### src/rtl/hte_pkg.sv
package hte_pkg;

   // Fixed field widths of the command stream.
   localparam int CMD_W   = 2;
   localparam int SYM_W   = 8;
   localparam int CODE_W  = 32;
   localparam int LEN_W   = 6;
   localparam int BYTE_W  = 8;

   // Packing window: up to seven pending bits plus one full code word.
   localparam int WIN_W   = BYTE_W + CODE_W;

   // Depth of the queue between the front and the back.
   localparam int QUEUE_DEPTH = 4;
   localparam int QPTR_W      = $clog2(QUEUE_DEPTH);

   // Command codes.
   localparam logic [CMD_W-1:0] CMD_LOAD   = 2'd0;
   localparam logic [CMD_W-1:0] CMD_ENCODE = 2'd1;
   localparam logic [CMD_W-1:0] CMD_APPEND = 2'd2;
   localparam logic [CMD_W-1:0] CMD_FLUSH  = 2'd3;

   // One unit of work for the bit packer.
   typedef struct packed {
      logic              flush;
      logic [CODE_W-1:0] bits;
      logic [LEN_W-1:0]  len;
   } hte_entry_type;

   // Queue status seen by the front and the back.
   typedef struct packed {
      logic not_full;
      logic head_valid;
   } hte_qstat_type;

endpackage

### src/rtl/hte_back.sv
module hte_back
   import hte_pkg::*;
(
   input  logic              clock,
   input  logic              reset,
   input  hte_entry_type     head,
   input  hte_qstat_type     q_stat,
   output logic              pop,
   output logic              out_valid,
   input  logic              out_ready,
   output logic [BYTE_W-1:0] out_byte,
   output logic              out_last
);

   localparam int CNT_W = $clog2(WIN_W + 1);

   logic                     busy_ff;
   logic [WIN_W-1:0]         wbuf_ff;
   logic [CNT_W-1:0]         wcnt_ff;
   logic [BYTE_W-1:0]        pend_ff;
   logic [2:0]               pcnt_ff;
   logic                     out_valid_ff;
   logic [BYTE_W-1:0]        out_byte_ff;
   logic                     out_last_ff;

   logic [CNT_W-1:0]         total;
   logic [WIN_W-1:0]         comb_buf;
   logic [WIN_W-1:0]         src_buf;
   logic [CNT_W-1:0]         src_cnt;
   logic [WIN_W-1:0]         rem_buf;
   logic [CNT_W-1:0]         rem_cnt;
   logic                     src_have;
   logic                     out_free;
   logic                     emit;
   logic                     quiet;

   // Merge the pending bits with the new word, left-aligned in the window.
   assign total    = CNT_W'(pcnt_ff) + CNT_W'(head.len);
   assign comb_buf = {pend_ff, {CODE_W{1'b0}}} |
                     ({{BYTE_W{1'b0}}, head.bits} << (CNT_W'(WIN_W) - total));

   // Source: leftover bytes of the current item, else the queue head.
   always_comb begin
      if (busy_ff) begin
         src_buf = wbuf_ff;
         src_cnt = wcnt_ff;
      end else if (head.flush) begin
         src_buf = {pend_ff, {CODE_W{1'b0}}};
         src_cnt = (pcnt_ff != 3'd0) ? CNT_W'(BYTE_W) : '0;
      end else begin
         src_buf = comb_buf;
         src_cnt = total;
      end
   end

   assign src_have = busy_ff || q_stat.head_valid;
   assign out_free = !out_valid_ff || out_ready;
   assign rem_buf  = src_buf << BYTE_W;
   assign rem_cnt  = src_cnt - CNT_W'(BYTE_W);
   assign emit     = src_have && (src_cnt >= CNT_W'(BYTE_W)) && out_free;
   assign quiet    = !busy_ff && q_stat.head_valid && (src_cnt < CNT_W'(BYTE_W));
   assign pop      = !busy_ff && q_stat.head_valid && (emit || quiet);

   // Packer state: one byte leaves per cycle while the output is free, the rest stays pending.
   always_ff @(posedge clock) begin
      if (reset) begin
         busy_ff <= 1'b0;
         pend_ff <= '0;
         pcnt_ff <= '0;
      end else if (emit) begin
         if (rem_cnt >= CNT_W'(BYTE_W)) begin
            busy_ff <= 1'b1;
         end else begin
            busy_ff <= 1'b0;
            pend_ff <= rem_buf[WIN_W-1 -: BYTE_W];
            pcnt_ff <= rem_cnt[2:0];
         end
      end else if (quiet) begin
         pend_ff <= src_buf[WIN_W-1 -: BYTE_W];
         pcnt_ff <= src_cnt[2:0];
      end
   end

   always_ff @(posedge clock) begin
      if (emit) begin
         wbuf_ff <= rem_buf;
         wcnt_ff <= rem_cnt;
      end
   end

   // Output register parts the packer from the result channel.
   always_ff @(posedge clock) begin
      if (reset) begin
         out_valid_ff <= 1'b0;
      end else if (emit) begin
         out_valid_ff <= 1'b1;
      end else if (out_ready) begin
         out_valid_ff <= 1'b0;
      end
   end

   always_ff @(posedge clock) begin
      if (emit) begin
         out_byte_ff <= src_buf[WIN_W-1 -: BYTE_W];
         out_last_ff <= (rem_cnt < CNT_W'(BYTE_W));
      end
   end

   assign out_valid = out_valid_ff;
   assign out_byte  = out_byte_ff;
   assign out_last  = out_last_ff;

`ifndef NO_ASSERTIONS
   // While an item still owns the window it holds at least one whole byte.
   a_busy_full_byte: assert property (@(posedge clock) disable iff (reset)
      busy_ff |-> (wcnt_ff >= CNT_W'(BYTE_W)) && (wcnt_ff < CNT_W'(CODE_W)))
      else $error("busy window without a whole byte");
   // A byte that ends an item frees the packer for the next one.
   a_last_frees: assert property (@(posedge clock) disable iff (reset)
      emit && (rem_cnt < CNT_W'(BYTE_W)) |=> !busy_ff)
      else $error("packer stayed busy after the last byte of an item");
`endif

endmodule
### config.mk
export PLATFORM = sky130hd
export DESIGN_NAME = hte_back
export DESIGN_NICKNAME = d
export VERILOG_FILES = /design/src/rtl/hte_pkg.sv /design/src/rtl/hte_back.sv
export SDC_FILE = /design/constraint.sdc
export NUM_CORES = 1
export LEC_CHECK = 0
export ABC_CLOCK_PERIOD_IN_PS = 5700
export BUFFER_PORTS_ARGS = -buffer_cell sky130_fd_sc_hd__clkbuf_2
export CORE_MARGIN = 2
export CORE_UTILIZATION = 60
export CTS_CLUSTER_DIAMETER = 120
export DETAILED_ROUTE_END_ITERATION = 10
export PLACE_DENSITY = 0.81
export SLEW_MARGIN = 20
export SYNTH_ARGS = -nofsm -noshare
export SYNTH_HDL_FRONTEND = slang
export SYNTH_SLANG_ARGS = --single-unit
### constraint.sdc
create_clock -name clock -period 5.7 [get_ports clock]
set_clock_uncertainty 0.2 [all_clocks]
set_input_delay 1.14 -clock clock [delete_from_list [all_inputs] [get_ports clock]]
set_output_delay 1.14 -clock clock [all_outputs]
set_load 0.05 [all_outputs]
* After elaboration in Yosys (flattened, before gate mapping) *
Cells that the tools add are included.

word-level totals
  memory bits (writable) = 0
  memories kept = 0
  logic and storage cells = 48
  register bits = 60
  bits in read-only memories = 0
  latch bits = 0

cells by class
  add/subtract/negate cells = 3
  $mul = 0
  bitwise gates (word level) = 1
  magnitude comparators = 4
  divide/modulo/power cells = 0
  eq/ne operators = 1
  shift operators = 1
  muxes and demuxes = 14
  reductions and logical operators = 15

operators with widths
  cell                   count
  $mux W40               2
  $or A40 B40 Y40        1
  $shl A32 B6 Y40        1
  $mux W8                3
  $ge A6 B4 Y1 const B   2
  $lt A6 B4 Y1 const B   2
  $mux W6                2
  $mux W3                3
  $add A3 B6 Y6          1
  $sub A6 B4 Y6 const B  1
  $sub A6 B6 Y6 const A  1
  $logic_and A1 B1 Y1    5
  $mux W4                1
  $reduce_bool A2 Y1     2
  $logic_or A1 B1 Y1     3
  $mux W1                3
  $reduce_bool A3 Y1     1
  $logic_not A1 Y1       2
  $ne A2 B2 Y1 const B   1
  $reduce_and A2 Y1      1
  $reduce_or A2 Y1       1

* Logic depth before layout (Yosys ltp) *
  depth after elaboration = 9
  gate-level depth with buffers = 15
  gate-level depth less buffers = 12

* Worst setup path before layout *
OpenSTA, ideal clock, no wires.

  path kind = input to output
  start = in head[0] (netlist bit)
  end = out pop
  cell stages on the path = 8
  arrival = 3.570 ns
  path slack = 0.790 ns
  buffers on the path = 0
  cells stage by stage = ha_1 -> fa_1 -> a21o_1 -> a32oi_2 -> o21ai_0 -> nor2_1 -> nand2_1 -> a21oi_1

between the ends
  longest elaborated chain between the ends = 8
  elaborated cells between the ends (all ways) = 10

ends and longest elaborated chain
  item                              RTL line        source
  start, declared                   hte_back.sv:6   input hte_entry_type head,
  $add A3 B6 Y6 *                   hte_back.sv:38  assign total = CNT_W'(pcnt_ff) + CNT_W'(head.len);
  $mux W6 *                         hte_back.sv:47  end else if (head.flush) begin
  $mux W6 *                         hte_back.sv:44  if (busy_ff) begin
  $ge A6 B4 Y1                      hte_back.sv:60  assign emit = src_have && (src_cnt >= CNT_W'(BYTE_W)) && out_free;
  $logic_and A1 B1 Y1 (2 in a row)  hte_back.sv:60
  $logic_or A1 B1 Y1 *              hte_back.sv:62  assign pop = !busy_ff && q_stat.head_valid && (emit || quiet);
  $logic_and A1 B1 Y1 *             hte_back.sv:62
  end, declared                     hte_back.sv:8   output logic pop,

Every way passes the cells marked *; elsewhere a longest branch is shown, timed or not.

* Worst setup path in the final report *
Ends and elaborated chain as after synthesis.

==> summary.md <==
| Metric | Value |
|---|---|
| Result of the run | complete, no violations |
| Number of vias in the routed layout | 3996 |
| Synthesis warning total | 0 |
| Setup Buffers After CTS | 0 |
| Syn Std Cell Area | 0.00494 mm2 |
| Mean instance size in the synthesized netlist | 10.3 um2 |
| Number of enable flip-flop cells after synthesis | 47 |
| Clock insertion delay at the later pin of the skew report | 340 ps |
| Pin count of the biggest net entering global routing | 54 |
| Sinks on the clock net | 60 |
| Final routed DRC violation total | 0 |
| Global-route total usage across every layer | 26.4% |
| Leakage power | 2.23 nW |
| Seq/Total Area, Yosys | 33.8% |
| Count of max-cap constraint violations | 0 |
| Share of synthesized flip-flops with an asynchronous set or reset | 0% |
| Crit Path Category | input port to output port |
| Slowest cell on the critical path | fa_1 |
| Via-to-Cell Ratio | 6.37 |
| Highest achievable clock rate | 204 MHz |
| Crit path capture type | output port |
| Total Wirelength | 11200 um |
| Minimum clock period | 4900 ps |
| Share of the cycle needed by the critical path after routing | 86.0% |
| Number of antenna violations at the first check in global routing | 0 |
| Share of post-route cells with drive strength above 1 | 22.0% |
| Power density over the cells | 407 mW/mm2 |
| Maximum root-to-sink buffer count | 2 |
| Worst hold path type | flop to flop |
| Cell variety after synth | 64 |
| Top cell type's share of synthesized area | 28.6% |
| Hold bufs inserted after CTS | 0 |
| Clk pin slew, worst setup/hold paths | 70 ps |
| Aggregate global routing overflow | 0 |
| First-pass GRT wire length | 18400 um |
| Commonest non-fill, non-tap cells in the layout | mux2i_1 (100), clkbuf_2 (53), edfxtp_1 (47), nand2_1 (45), nor2_1 (37) |
| Fin Setup TNS | 0 ps |
| Clock tree from TritonCTS | built |
| Antenna-violating nets left | 0 |
| Vertical die dimension | 94.7 um |
| Maximum vdd ir drop | 398 uV |
| Data arrival time of the critical path | 3560 ps |
| Buf+Inv Stages, Crit Path | 2 |
| Net Count, Synth | 529 |
| First-pass DRT Iterations | 5 |
| Number of storage elements in the synthesis netlist | 60 |
| Vias in the first global route | 3673 |
| Starting Density | 61.1% |
| Cts bufs inserted | 9 |
| Worst Setup Slack post-DPL | 804 ps |
| Number of placed cells counting well taps | 611 |
| Pins over their slew limit | 0 |
| Top cell family by delay on the critical path | compound AO/OA/AOI/OAI gates |
| Dominant cell type by area after synthesis | edfxtp_1 |
| Most common cell type on the critical path | clkbuf_2 |
| Antenna diodes | 0 |
| Resize count post-CTS | 0 |
| Overall die width | 94.7 um |
| Growth of design area from synthesis to finish | 9.14% |
| RSZ-0062 raised after global routing | no |
| Cell at the root of the clock tree | clkbuf_8 |
| Final cell count without fillers | 627 |
| Cells along the critical path | clkbuf_2 > ha_1 > fa_1 > a21o_1 > a32oi_2 > o21ai_0 > nor2_1 > nand2_1 > a21oi_1 > clkbuf_2 |
| Peak per-stage delay on the critical path | 480 ps |
| Cells taking the most area after synthesis | edfxtp_1 (29%), mux2i_1 (20%), mux4_2 (8.2%) |
| Worst path setup slack after routing | 795 ps |
| Number of hold violations in the final report | 0 |
| Number of filler cells placed in the layout | 657 |
| Type of element launching the critical path | input port |
| GPL Wtd Cong | 0.941 |
| Final setup vio count | 0 |
| Standard-cell row count | 33 |
| Commonest non-fill, non-tap cell in the layout | mux2i_1 |
| Slew margin rel. | 44.8% |
| Predominant post-synthesis flop cell | edfxtp_1 |
| Max H-tree Level | 3 |
| Instance count of the mapped netlist | 480 |
| Routed wire length per instance | 17.8 um |
| Area enclosed by the die boundary | 0.00898 mm2 |
| DR iter-0 viols | 405 |
| Slew at the pin with the worst max-slew slack | 822 ps |
| # IOs | 55 |
| Layout net count | 566 |
| IO Port Bufs | 53 |
| Worst-path maximum fanout | 6 |
| Worst EP required | 4360 ps |
| DP Wirelength | 8350 um |
| Core box area | 0.00809 mm2 |
## sequential cells by signal (all words and copies together), names as in the netlist
signal and cells:
pcnt_ff 3, wbuf_ff 32, busy_ff 1, out_byte 8, out_last 1, out_valid 1, pend_ff 8, wcnt_ff 6
## logic make-up (layout without fill, tap and decap cells)
group	after synthesis	count (layout)	share of synthesized area [%]
AOI/OAI and AO/OA	107	107	15.8
DFF	60	60	33.8
muxes	124	124	29.8
and+or+nand+nor	130	130	12.3
buffers and inverters	46	88	4.99
xor gates and xnor gates	8	8	1.85
adders and majority gates	5	5	1.42
## cells in the mapped netlist, types with 6 or more instances
library cell,n
nor2_1,37
mux2i_1,100
nor3_1,9
edfxtp_1,47
a21o_1,6
buf_2,17
nor3b_1,6
o21ai_0,29
clkbuf_1,11
a22o_1,8
mux2_2,6
nand2_1,45
o211ai_1,6
a21oi_1,14
inv_1,8
nand3_1,7
mux4_2,18
dfxtp_1,13
## final timing paths
path              cells after the start  slack [ps]                 endpoint                     from
setup / recovery                     10         800                      pop                  head[0]
hold / removal                        2         300  pend_ff[6]$_SDFFE_PP0P_  pend_ff[6]$_SDFFE_PP0P_
setup reg to reg                     11        1640  pend_ff[7]$_SDFFE_PP0P_  pcnt_ff[0]$_SDFFE_PP0P_
hold reg to reg                       2         300  pend_ff[6]$_SDFFE_PP0P_  pend_ff[6]$_SDFFE_PP0P_
## final cells by class
cell class | instances | area, um2 | area share [%]
multi-input cells | 374 | 3030 | 56.2
well taps | 105 | 131 | 2.44
repair buffers | 63 | 353 | 6.54
clock buffers | 12 | 145 | 2.69
inverters | 9 | 33.8 | 0.626
clock inverters | 4 | 26.3 | 0.487
flip-flops and latches | 60 | 1670 | 31.0
## metrics by stage
| stage | utilization (%) | power [W] | cell area, um2 | hold WS (ps) |
|---|---|---|---|---|
| final | 66.6 | 0.00219 | 5390 | 296 |
| after global routing | 66.6 | 0.00232 | 5390 | 349 |
| after CTS | 66.6 | 0.00218 | 5390 | 297 |
| after detailed placement | 64.5 | 0.00185 | 5220 | 293 |
| after global placement | 64.5 | 0.00181 | 5220 | 258 |
| after floorplan | - | 0.00161 | 4940 | 246 |
## report_power, final
group | internal (W) | total (W) | switching (W) | leakage, nW
Sequential | 0.000612 | 0.000645 | 0.0000326 | 0.568
Clock | 0.000169 | 0.000333 | 0.000164 | 0.0863
Combinational | 0.000463 | 0.00121 | 0.000751 | 1.58
Total | 0.00124 | 0.00219 | 0.000948 | 2.23
## per-layer routing
layer	part of all wire [%]	global-route usage, %
met4	1.7	8.82
met5	0	0
met1	46	38.8
met3	6.1	4.79
met2	46	39.7
## worst min-delay path: cells and delay by family, from the launching register on
family | cells | cell delay (ps)
flip-flops | 1 | 320
AO/OA/AOI/OAI | 1 | 70
AND/OR/NAND/NOR | 1 | 60
No activity file was read; power rests on OpenSTA's default activity.
