<file path="src/rtl/hte_pkg.sv">
package hte_pkg;

   // Fixed field widths of the command stream.
   localparam int CMD_W   = 2;
   localparam int SYM_W   = 8;
   localparam int CODE_W  = 32;
   localparam int LEN_W   = 6;
   localparam int BYTE_W  = 8;

   // Packing window: up to seven pending bits plus one full code word.
   localparam int WIN_W   = BYTE_W + CODE_W;

   // Depth of the queue between the front and the back.
   localparam int QUEUE_DEPTH = 4;
   localparam int QPTR_W      = $clog2(QUEUE_DEPTH);

   // Command codes.
   localparam logic [CMD_W-1:0] CMD_LOAD   = 2'd0;
   localparam logic [CMD_W-1:0] CMD_ENCODE = 2'd1;
   localparam logic [CMD_W-1:0] CMD_APPEND = 2'd2;
   localparam logic [CMD_W-1:0] CMD_FLUSH  = 2'd3;

   // One unit of work for the bit packer.
   typedef struct packed {
      logic              flush;
      logic [CODE_W-1:0] bits;
      logic [LEN_W-1:0]  len;
   } hte_entry_type;

   // Queue status seen by the front and the back.
   typedef struct packed {
      logic not_full;
      logic head_valid;
   } hte_qstat_type;

endpackage

</file>
<file path="src/rtl/hte_queue.sv">
module hte_queue
   import hte_pkg::*;
(
   input  logic          clock,
   input  logic          reset,
   input  logic          push,
   input  hte_entry_type push_entry,
   input  logic          pop,
   output hte_entry_type head,
   output hte_qstat_type stat
);

   hte_entry_type       slot_ff [QUEUE_DEPTH];
   logic [QPTR_W-1:0]   wr_ptr_ff;
   logic [QPTR_W-1:0]   rd_ptr_ff;
   logic [QPTR_W:0]     count_ff;

   assign stat.not_full   = (count_ff != (QPTR_W + 1)'(QUEUE_DEPTH));
   assign stat.head_valid = (count_ff != '0);
   assign head            = slot_ff[rd_ptr_ff];

   // Storage for queued items.
   always_ff @(posedge clock) begin
      if (push) begin
         slot_ff[wr_ptr_ff] <= push_entry;
      end
   end

   // Pointers and fill count.
   always_ff @(posedge clock) begin
      if (reset) begin
         wr_ptr_ff <= '0;
         rd_ptr_ff <= '0;
         count_ff  <= '0;
      end else begin
         if (push) begin
            wr_ptr_ff <= wr_ptr_ff + 1'b1;
         end
         if (pop) begin
            rd_ptr_ff <= rd_ptr_ff + 1'b1;
         end
         if (push && !pop) begin
            count_ff <= count_ff + 1'b1;
         end else if (pop && !push) begin
            count_ff <= count_ff - 1'b1;
         end
      end
   end

`ifndef NO_ASSERTIONS
   // Neither side may overrun the queue.
   a_q_no_overflow: assert property (@(posedge clock) disable iff (reset)
      !(push && !pop && !stat.not_full))
      else $error("push into a full queue");
   a_q_no_underflow: assert property (@(posedge clock) disable iff (reset)
      pop |-> stat.head_valid)
      else $error("pop from an empty queue");
`endif

endmodule

</file>
<file path="config.mk">
export PLATFORM = sky130hd
export DESIGN_NAME = hte_queue
export DESIGN_NICKNAME = d
export VERILOG_FILES = /design/src/rtl/hte_pkg.sv /design/src/rtl/hte_queue.sv
export SDC_FILE = /design/constraint.sdc
export NUM_CORES = 1
export LEC_CHECK = 0
export BUFFER_PORTS_ARGS = -buffer_cell sky130_fd_sc_hd__buf_2
export CORE_MARGIN = 2
export CORE_UTILIZATION = 55
export CTS_BUF_LIST = sky130_fd_sc_hd__clkbuf_16
export DETAILED_ROUTE_END_ITERATION = 10
export PLACE_DENSITY_LB_ADDON = 0.15
export RECOVER_POWER = 50
export SLEW_MARGIN = 20
export SYNTH_ARGS = -nofsm -noshare
export SYNTH_HDL_FRONTEND = slang
export SYNTH_SLANG_ARGS = --single-unit
</file>
<file path="constraint.sdc">
create_clock -name clock -period 5.4 [get_ports clock]
set_clock_uncertainty 0.05 [all_clocks]
set_input_delay 0 -clock clock [delete_from_list [all_inputs] [get_ports clock]]
set_output_delay 0 -clock clock [all_outputs]
set_load 0.02 [all_outputs]
</file>
Yosys cells after proc, flatten, opt, wreduce, memory -nomap -nowiden
Memories as Yosys holds them, arrays and structs flattened. A register that Yosys moved wholly into a read port is not among the register bits.
Cells that the tools add are included.

operators by class
  equality and inequality tests = 1
  shift operators = 0
  $mul = 0
  mux-type cells = 6
  reduce and logical (&&, ||, !) cells = 6
  add/subtract/negate cells = 4
  magnitude comparators = 0
  divide/modulo/power cells = 0
  bitwise operators = 0

operators with widths
  operator             number
  $mux 3               2
  $add 2x1->2 const B  2
  $mux 2               2
  $add 3x1->3 const B  1
  $ne 3x3->1 const B   1
  $reduce_bool 3->1    1
  $sub 3x1->3 const B  1
  $logic_and 1x1->1    2
  $logic_not 1->1      2
  $mux 1               2
  $reduce_bool 2->1    1

storage, ports and cells
  flip-flop bits (word level) = 7
  input bits = 43
  latch bits = 0
  output and inout bits = 41
  memories = 1
  ROM bits = 0
  RAM bits = 156

memory list
  memory   words  bits a word  rd ports  clocked after memory_dff  write ports  line             RTL
  slot_ff  4      39           1         1                         1            hte_queue.sv:13  hte_entry_type slot_ff [QUEUE_DEPTH];

Logic depth before layout (Yosys ltp)
Gate-level depths: netlist (run 1).

  word-level depth = 4
  depth in mapped cells = 7
  mapped depth without buffers = 7

Least setup slack after synthesis (run 1)
Ideal clock, no wire load.

  kind = register to register
  start point = reg wr_ptr_ff[0]
  end point = mem slot_ff[2][0] (netlist name) (enable)
  cell stages (with the launch flop) = 4
  setup slack = 3462 ps
  arrival time = 1488 ps
  buffers on the path = 0
  path through = dfxtp_1 > inv_1 > ha_1 > and2_1

RTL lines
  element                 line             RTL
  start, declared         hte_queue.sv:14  logic [QPTR_W-1:0] wr_ptr_ff;
  start signal, assigned  hte_queue.sv:37  wr_ptr_ff <= wr_ptr_ff + 1'b1;
  end, declared           hte_queue.sv:13

Straight into the memory's write port.

Final worst setup path (run 1)
  start point = reg wr_ptr_ff[0]
  end point = mem slot_ff[1][33] (netlist name) (enable)

Straight into the memory's write port.

==> results.toml, run 1 <==
[sta]
maxSlewHeadroom = -0.9040
setup_tns_ps = 0
hold_violations = 0
fin_ws_ps = 2260
fin_crit_sh = 0.5814
drv_slew = 40
holdWs_ps = 323.3
finalSetupViolCount = 0
min_period_ps = 3140
rsz0062_at_grt = "false"
clock.fmax_ghz = 0.3185
tightest_slew_ps = 2854

[critical_path]
cp_slowest_stage_delay_ps = 2070
timing_worst_setup_path_type = "reg -> reg"
cp-startpoint = "wr_ptr_ff[0]$_SDFFE_PP0P_"
timing.rr.start = "wr_ptr_ff[0]$_SDFFE_PP0P_"
reg2regPathDepth = 2
critPathCapture = "slot_ff[1][33]$_DFFE_PP_"
cp_data_arrival_time_ps = 3050
rrSetupSlack_ps = 2260
timing.rr.end = "slot_ff[1][33]$_DFFE_PP_"
path_max_fanout = 39
crit_required_ps = 5310
crit_path_top_delay_cell = "and2_0"
path_cells = "ha_1 > and2_0"
endpoint_kind = "flop"
start_kind = "flop"

[yosys]
synth_top_cell_area_share = 0.7745
async_reset_ff_frac = 0
ys.flop_type = "edfxtp_1"
ys_seq_elements = 165
synthMostInstantiatedCell = "edfxtp_1"
synthCells = 248
synth_area_mm2 = 0.006048
synth_top_area_cell = "edfxtp_1"
syn_nets = 297
ys_types = 19
seq_area_frac_synth = 0.8043
synth_area_leaders = "edfxtp_1, mux4_2, dfxtp_1"
synth-edff-count = 156
synth_warnings = 0
syn_area_per_cell_um2 = 24.39
synth_commonest_cells = "edfxtp_1, mux4_2, dfxtp_1"

[cts]
cts-resized-gates = 0
cts_tree = "built"
cts_root_buf = "clkbuf_16"
postCtsSetupBuffers = 0
insertion_delay_ps = 410
numCtsBuffers = 17
path_clk_slew_ps = 60
htree_levels = 4
clkSinkCount = 165
clock_path_buffers = 2

[die]
boundaryPins = 84
core_area_mm2 = 0.01079
die_w_um = 108.9
initial_utilization = 0.5604
die_h_um = 108.9
rows = 38
dieArea_mm2 = 0.01185

[grt]
grt_pass1_vias = 2971
grt_max_degree = 40
use_met2 = 0.2995
met3_usage = 0.06037
antenna_found_initial = 0
grt_busiest_layer = "met2"
grt_pass1_wl_mm = 15.59
overflow = 0
grt_use_met1 = 0.2480
grt_use_total = 0.1891

[placement]
gp_congestion = 0.7024
port-buffer-count = 83
pre_cts_ws_ps = 3464
dp.final_hpwl_mm = 5.304

[detailed_routing]
num_vias = 2865
drtAntennaViolNets = 0
first_pass_iters = 5
drc_errors = 0
drt-total-wl_mm = 10.03
viasPerCell = 5.325
drt_iter0_markers = 99
wire_per_inst_um = 18.64

[cells_and_area]
syn_to_final_growth_pct = 25.49
drive_above_1_share = 0.2839
antennaDiodeCount = 0
fin_nets = 434

[flow_run]
maxCapViolCount = 1

[min_path]
worst_hold_path_type = "in -> reg"

[run_status]
failed_checks = "capacitance limit, slew limit"
status = "finished with violations"

[pwr]
p_leak_nw = 2.547
ir_worst_vdd_v = 0.0002142
powerDensity_mw_per_mm2 = 401.0
-- cell families after synthesis --
kind of cell / count (synthesis) / share of synthesized area
AOI/OAI and AO/OA: 2 / 0.001653
xor gates and xnor gates: 5 / 0.007242
adders and majority gates: 6 / 0.01365
buffers and inverters: 13 / 0.01220
DFF: 165 / 0.8043
muxes: 41 / 0.1485
and+or+nand+nor: 16 / 0.01241
-- stage by stage --
step | area [um2] | util | std cells | power [mW]
2_1_floorplan | 6048 | - | 248 | 1.719
3_3_place_gp | 6595 | 0.6111 | 463 | 1.817
3_5_place_dp | 6595 | 0.6111 | 463 | 1.825
4_1_cts | 7640 | 0.7079 | 538 | 3.073
5_1_grt | 7590 | 0.7032 | 538 | 3.158
6_report | 7590 | 0.7032 | 538 | 3.044
-- metal layers --
metal / vias up / wire length, um
met3: 9 / 679
met5: - / 0
met1: 1446 / 4165
met2: 101 / 5061
li1: 1309 / -
met4: 0 / 121
-- worst min-delay path by stage --
stage                     cells after the start                       end            from
final                                         2  slot_ff[3][23]$_DFFE_PP_  push_entry[23]
after global routing                          2  slot_ff[2][12]$_DFFE_PP_  push_entry[12]
after CTS                                     2  slot_ff[3][27]$_DFFE_PP_  push_entry[27]
after detailed placement                      1  slot_ff[0][27]$_DFFE_PP_  push_entry[27]
after global placement                        1  slot_ff[1][12]$_DFFE_PP_  push_entry[12]
after floorplan                               0   slot_ff[0][0]$_DFFE_PP_   push_entry[0]
-- worst max-delay path: cells and delay by family (launching register included) --
kind          cells  cell delay (ps)
fa+ha+maj         1              160
flops             1              390
simple gates      1             2070
-- what timing repair did --
| item | CTS | global route |
|---|---|---|
| setup endpoints to repair | 0 | 0 |
| hold buffers | 43 | 0 |
| endpoints found under the hold margin | 165 | 0 |
-- sequential cells by signal, summed over array words and instances (netlist names), named ones only --
signal     flops
slot_ff      156
count_ff       3
rd_ptr_ff      2
wr_ptr_ff      2
-- placed cells by master, fill, tap and decap left out, types with 2 or more instances in the layout --
master | Yosys | layout
bufinv_16 | 0 | 4
nand2_1 | 2 | 2
nor2_1 | 8 | 8
inv_1 | 4 | 6
mux4_2 | 39 | 39
buf_2 | 2 | 41
mux2i_1 | 2 | 2
ha_1 | 5 | 5
or3_1 | 2 | 2
dlygate4sd3_1 | 0 | 43
clkinv_1 | 0 | 3
and2_4 | 0 | 3
clkinv_4 | 0 | 3
clkbuf_16 | 0 | 17
xor2_1 | 3 | 3
clkinvlp_4 | 0 | 2
clkbuf_1 | 3 | 42
edfxtp_1 | 156 | 156
dfxtp_1 | 9 | 7
dfxtp_2 | 0 | 2
xnor2_1 | 2 | 2
-- power by group --
group	total, mW	switching [mW]	internal (mW)
clock	1.23	0.462	0.769
sequential	1.50	0.0277	1.47
combinational	0.315	0.175	0.140
total	3.04	0.665	2.38
-- layout make-up --
type	instances	area [um2]
timing repair buffer	127	800.8
fill	655	3203
clock inverter	15	188.9
tap	140	175.2
clock buffer	17	425.4
inverter	4	15.01
multi-input combinational	70	1117
sequential	165	4867
No activity file was read; power rests on OpenSTA's default activity.
==> inputs of run 2 (changes only) <==
CORE_UTILIZATION = 51   (was 55)
clock period = 2.81 ns   (was 5.4 ns; I/O delays follow)
==> run 2 against run 1 <==
  * The run ends with DRC left
  * Global-route usage down 1.3 points
  * Setup slack lost 1500 ps
  * Clock-buffer cell count unchanged
  * Cell area shrank 0.15%
  * Final cell count rose by 1.3%
  * Routed wire length rose by 1.0%
  * Critical path depth rose by 1
  * Combinational power grew 100%
==> results.toml, run 2 (synthesized netlist as in run 1, its figures left out) <==
[run_status]
status = "finished with violations"
failed_checks = "DRC"

[sta]
clock.fmax_ghz = 0.4927
hold_violations = 0
setup_tns_ps = 0
maxSlewHeadroom = 0.5023
fin_crit_sh = 0.7223
fin_ws_ps = 780.4
min_period_ps = 2030
rsz0062_at_grt = "false"
drv_slew = 0
finalSetupViolCount = 0
tightest_slew_ps = 746.1
holdWs_ps = 328.6

[pwr]
p_leak_nw = 2.554
internal_power_mw = 4.277
ir_worst_vdd_v = 0.0004634
pwr-share-seq = 0.523
power_mw = 5.491
combPwrFrac = 0.115
pwr-share-clk = 0.363
switching_share = 0.2210
powerDensity_mw_per_mm2 = 724.5
switchingPower_mw = 1.214

[critical_path]
cp_data_arrival_time_ps = 1980
path_max_fanout = 33
worst-path-buf-inv = 2
start_kind = "flop"
endpoint_kind = "output port"
timing_worst_setup_path_type = "reg -> out"
crit_path_top_delay_cell = "mux4_2"
crit_family = "multiplexers"
cp_slowest_stage_delay_ps = 560
crit_required_ps = 2760
path_cells = "buf_12 > mux4_2 > buf_2"

[cts]
numCtsBuffers = 17
cts_root_buf = "clkbuf_16"
path_clk_slew_ps = 60
cts_tree = "built"
clkSinkCount = 165
clock_path_buffers = 2
htree_levels = 4
insertion_delay_ps = 410

[cells_and_area]
mostFrequentLayoutCells = "edfxtp_1, dlygate4sd3_1, buf_2"
drive_above_1_share = 0.2761
multi_input_area_mm2 = 0.001111
reg_top3 = "slot_ff: 156 flops, count_ff: 3 flops"
syn_to_final_growth_pct = 25.30
seqCellArea_mm2 = 0.004867
antennaDiodeCount = 0
largest_register = "slot_ff"
largest_reg_flops = 156
post-route-cell-area_mm2 = 0.007579
post-route-util = 0.6581
fill_cells = 807
final_common_cell = "edfxtp_1"
layout.cells.non_filler = 545
fin_nets = 439

[min_path]
worst_hold_path_type = "in -> reg"

[grt]
grt_max_degree = 34
grt_use_total = 0.1765
overflow = 0
antenna_found_initial = 0
grt_pass1_vias = 3181
grt_pass1_wl_mm = 16.30

[detailed_routing]
drt_iter0_markers = 218
wire_per_inst_um = 18.58
drtAntennaViolNets = 0
first_pass_iters = 7
num_vias = 2865
drt-total-wl_mm = 10.13
viasPerCell = 5.257
drc_errors = 6

[flow_run]
maxCapViolCount = 0

[placement]
dp.final_hpwl_mm = 5.829
placed_area_mm2 = 0.006706
dp_cells = 472
port-buffer-count = 83
gp_congestion = 0.6620
pre_cts_ws_ps = 1166

[die]
rows = 39
initial_utilization = 0.5252
die_h_um = 112.9
core_area_mm2 = 0.01152
die_w_um = 112.9
boundaryPins = 84
dieArea_mm2 = 0.01275
## run 2: repair_timing
item,CTS,global route
hold buffers,42,0
gates resized for setup,0,0
endpoints found under the hold margin,165,0
buffers inserted,0,0
## run 2: area by class of cell
type | instances | area share
Tap cell | 143 | 0.02361
Clock buffer | 17 | 0.05613
Inverter | 4 | 0.001981
Timing Repair Buffer | 132 | 0.1187
Multi-Input combinational cell | 70 | 0.1466
Clock inverter | 14 | 0.01073
Sequential cell | 165 | 0.6422
## run 2: worst paths after layout
path / start / endpoint / slack [ps] / cells past startpoint
worst min register to register: count_ff[2]$_SDFFE_PP0P_ / count_ff[2]$_SDFFE_PP0P_ / 440 / 2
worst max-delay path: flop / head[38] / 780 / 3
worst min-delay path: push_entry[34] / slot_ff[1][34]$_DFFE_PP_ / 330 / 2
worst max register to register: wr_ptr_ff[0]$_SDFFE_PP0P_ / slot_ff[2][1]$_DFFE_PP_ / 960 / 4
## run 2: worst register-to-register path: cells and delay by family, from the launching register on
kind / cells / cell delay, ps
and+or+nand+nor: 1 / 560
adders and majority gates: 1 / 140
buffers and inverters: 2 / 410
DFF: 1 / 350
## run 2: power by group through the flow
stage          clock network (mW)  registers [mW]  logic (mW)
2_1_floorplan                   0            2.90       0.403
3_3_place_gp                    0            2.92       0.596
3_5_place_dp                    0            2.92       0.604
4_1_cts                      2.03            2.87       0.653
5_1_grt                      2.14            2.88       0.683
6_report                     1.99            2.87       0.629
## run 2: layer usage
layer,routed length [um],up-vias,track usage
met5,0,-,0
met4,225,0,0.08293
met3,417,21,0.04713
met2,5262,67,0.2952
met1,4223,1454,0.2175
li1,-,1323,-
==> inputs of run 3 (changes only) <==
ABC_AREA = 1   (was not set)
CORE_UTILIZATION = 55   (was 51)
clock period = 2 ns   (was 2.81 ns; I/O delays follow)
==> run 3 against run 2 <==
  * The flow now finishes without violations
  * Register-to-register slack got worse by 450 ps
  * Critical path type unchanged
  * Global-route usage rose by 2.7 points
  * Die area shrank 4.3%
  * Synthesized cell count increased by 76%
==> results.toml, run 3 <==
[run_status]
status = "finished, final reports clean"

[sta]
tightest_slew_ps = 534.9
min_period_ps = 1829
holdWs_ps = 334.1
fin_crit_sh = 0.9145
finalSetupViolCount = 0
hold_violations = 0
maxSlewHeadroom = 0.6434
drv_slew = 0
fin_ws_ps = 171.0
setup_tns_ps = 0
rsz0062_at_grt = "false"
clock.fmax_ghz = 0.5467

[cells_and_area]
antennaDiodeCount = 0
largest_register = "slot_ff"
syn_to_final_growth_pct = 23.50
final_common_cell = "edfxtp_1"
fin_nets = 620
reg_top3 = "slot_ff: 156 flops, count_ff: 3 flops"
drive_above_1_share = 0.1475
layout.cells.non_filler = 723
mostFrequentLayoutCells = "edfxtp_1, o21ai_0, nor2_1"
post-route-util = 0.7041
largest_reg_flops = 156

[yosys]
synth_warnings = 0
synthMostInstantiatedCell = "edfxtp_1"
synth_area_leaders = "edfxtp_1, o21ai_0, nor2_1"
seq_area_frac_synth = 0.7803
synth_top_cell_area_share = 0.7514
synth-edff-count = 156
ys_types = 21
ys_seq_elements = 165
syn_area_per_cell_um2 = 14.27
synth_commonest_cells = "edfxtp_1, o21ai_0, nor2_1"
async_reset_ff_frac = 0
ys.flop_type = "edfxtp_1"
synthCells = 437
synth_top_area_cell = "edfxtp_1"
syn_nets = 486
synth_area_mm2 = 0.006235

[detailed_routing]
drt_iter0_markers = 328
wire_per_inst_um = 16.79
drc_errors = 0
num_vias = 3903
viasPerCell = 5.398
drtAntennaViolNets = 0
drt-total-wl_mm = 12.14
first_pass_iters = 4

[grt]
antenna_found_initial = 0
overflow = 0
grt_pass1_wl_mm = 19.20
grt_use_total = 0.2039
grt_pass1_vias = 3743
grt_max_degree = 79

[die]
initial_utilization = 0.5701
die_w_um = 110.5
boundaryPins = 84
rows = 38
core_area_mm2 = 0.01094
dieArea_mm2 = 0.01220
die_h_um = 110.5

[min_path]
worst_hold_path_type = "in -> reg"
whs_path_depth = 2

[critical_path]
reg2regPathDepth = 4
path_max_fanout = 78
endpoint_kind = "output port"
crit_path_top_delay_cell = "dfxtp_2"
timing_worst_setup_path_type = "reg -> out"
cp_slowest_stage_delay_ps = 370
cp.depth = 4
worst-path-buf-inv = 2
cp_data_arrival_time_ps = 1780
crit_family = "buffers and inverters"
path_cells = "buf_12 > o21ai_0 > o22ai_1 > buf_2"
rrSetupSlack_ps = 510
start_kind = "flop"
crit_required_ps = 1950

[flow_run]
maxCapViolCount = 0

[placement]
dp.final_hpwl_mm = 6.777
pre_cts_ws_ps = 541.9
gp_congestion = 0.7427
port-buffer-count = 83
dp_cells = 650

[pwr]
p_leak_nw = 2.721
powerDensity_mw_per_mm2 = 998.1
ir_worst_vdd_v = 0.0005468

[cts]
cts_tree = "built"
cts-resized-gates = 0
path_clk_slew_ps = 60
insertion_delay_ps = 400
cts_root_buf = "clkbuf_16"
clkSinkCount = 165
htree_levels = 4
numCtsBuffers = 17
clock_path_buffers = 2
run 3: cell count changes in the layout (fill, tap and decap cells not counted), sizes merged, moves of 7 or more:
cell	before	now
mux4	39	0
nand2	2	9
inv	9	22
o22ai	0	39
o21ai	1	84
nor2	8	81
run 3: power breakdown:
part,switching [mW],internal [mW],total [mW],leakage [nW]
Sequential,0.0403,3.94,3.98,1.51
Clock,1.20,1.67,2.86,0.259
Combinational,0.551,0.289,0.840,0.955
run 3: through the flow:
stage	area [um2]	total power [mW]
2_1_floorplan	6235	4.542
3_3_place_gp	6812	4.825
3_5_place_dp	6812	4.848
4_1_cts	7755	7.739
5_1_grt	7700	7.962
6_report	7700	7.685
run 3: final timing paths:
check	end	start
worst max register to register	slot_ff[3][18]$_DFFE_PP_	wr_ptr_ff[0]$_SDFFE_PP0P_
worst max-delay path	head[1]	flop
worst min register to register	flop	rd_ptr_ff[1]$_SDFFE_PP0P_
worst min-delay path	slot_ff[3][12]$_DFFE_PP_	push_entry[12]
run 3: routing by layer:
metal | part of all wire | global-route usage
met5 | 0 | 0
met4 | 0.0073 | 0.05583
met3 | 0.051 | 0.05818
met2 | 0.49 | 0.3256
met1 | 0.45 | 0.2787
run 3: cell type report:
class | instances | area, um2
Inverter | 19 | 73.82
Clock buffer | 17 | 425.4
Timing Repair Buffer | 140 | 930.9
Clock inverter | 14 | 97.59
Tap cell | 140 | 175.2
Multi-Input combinational cell | 228 | 1131
Fill cell | 765 | 3236
Sequential cell | 165 | 4866
run 3: logic make-up (layout without fill, tap and decap cells):
group | count (synthesis) | after routing | share of synthesized area
buffers and inverters | 44 | 190 | 0.03833
DFF | 165 | 165 | 0.7803
and+or+nand+nor | 94 | 94 | 0.05760
adders and majority gates | 6 | 6 | 0.01325
AOI/OAI and AO/OA | 128 | 128 | 0.1106
run 3: timing repair:
action	CTS	global route
setup buffers	0	0
endpoints found under the setup margin	0	0
hold endpoints to repair	165	0
hold buffers	42	0
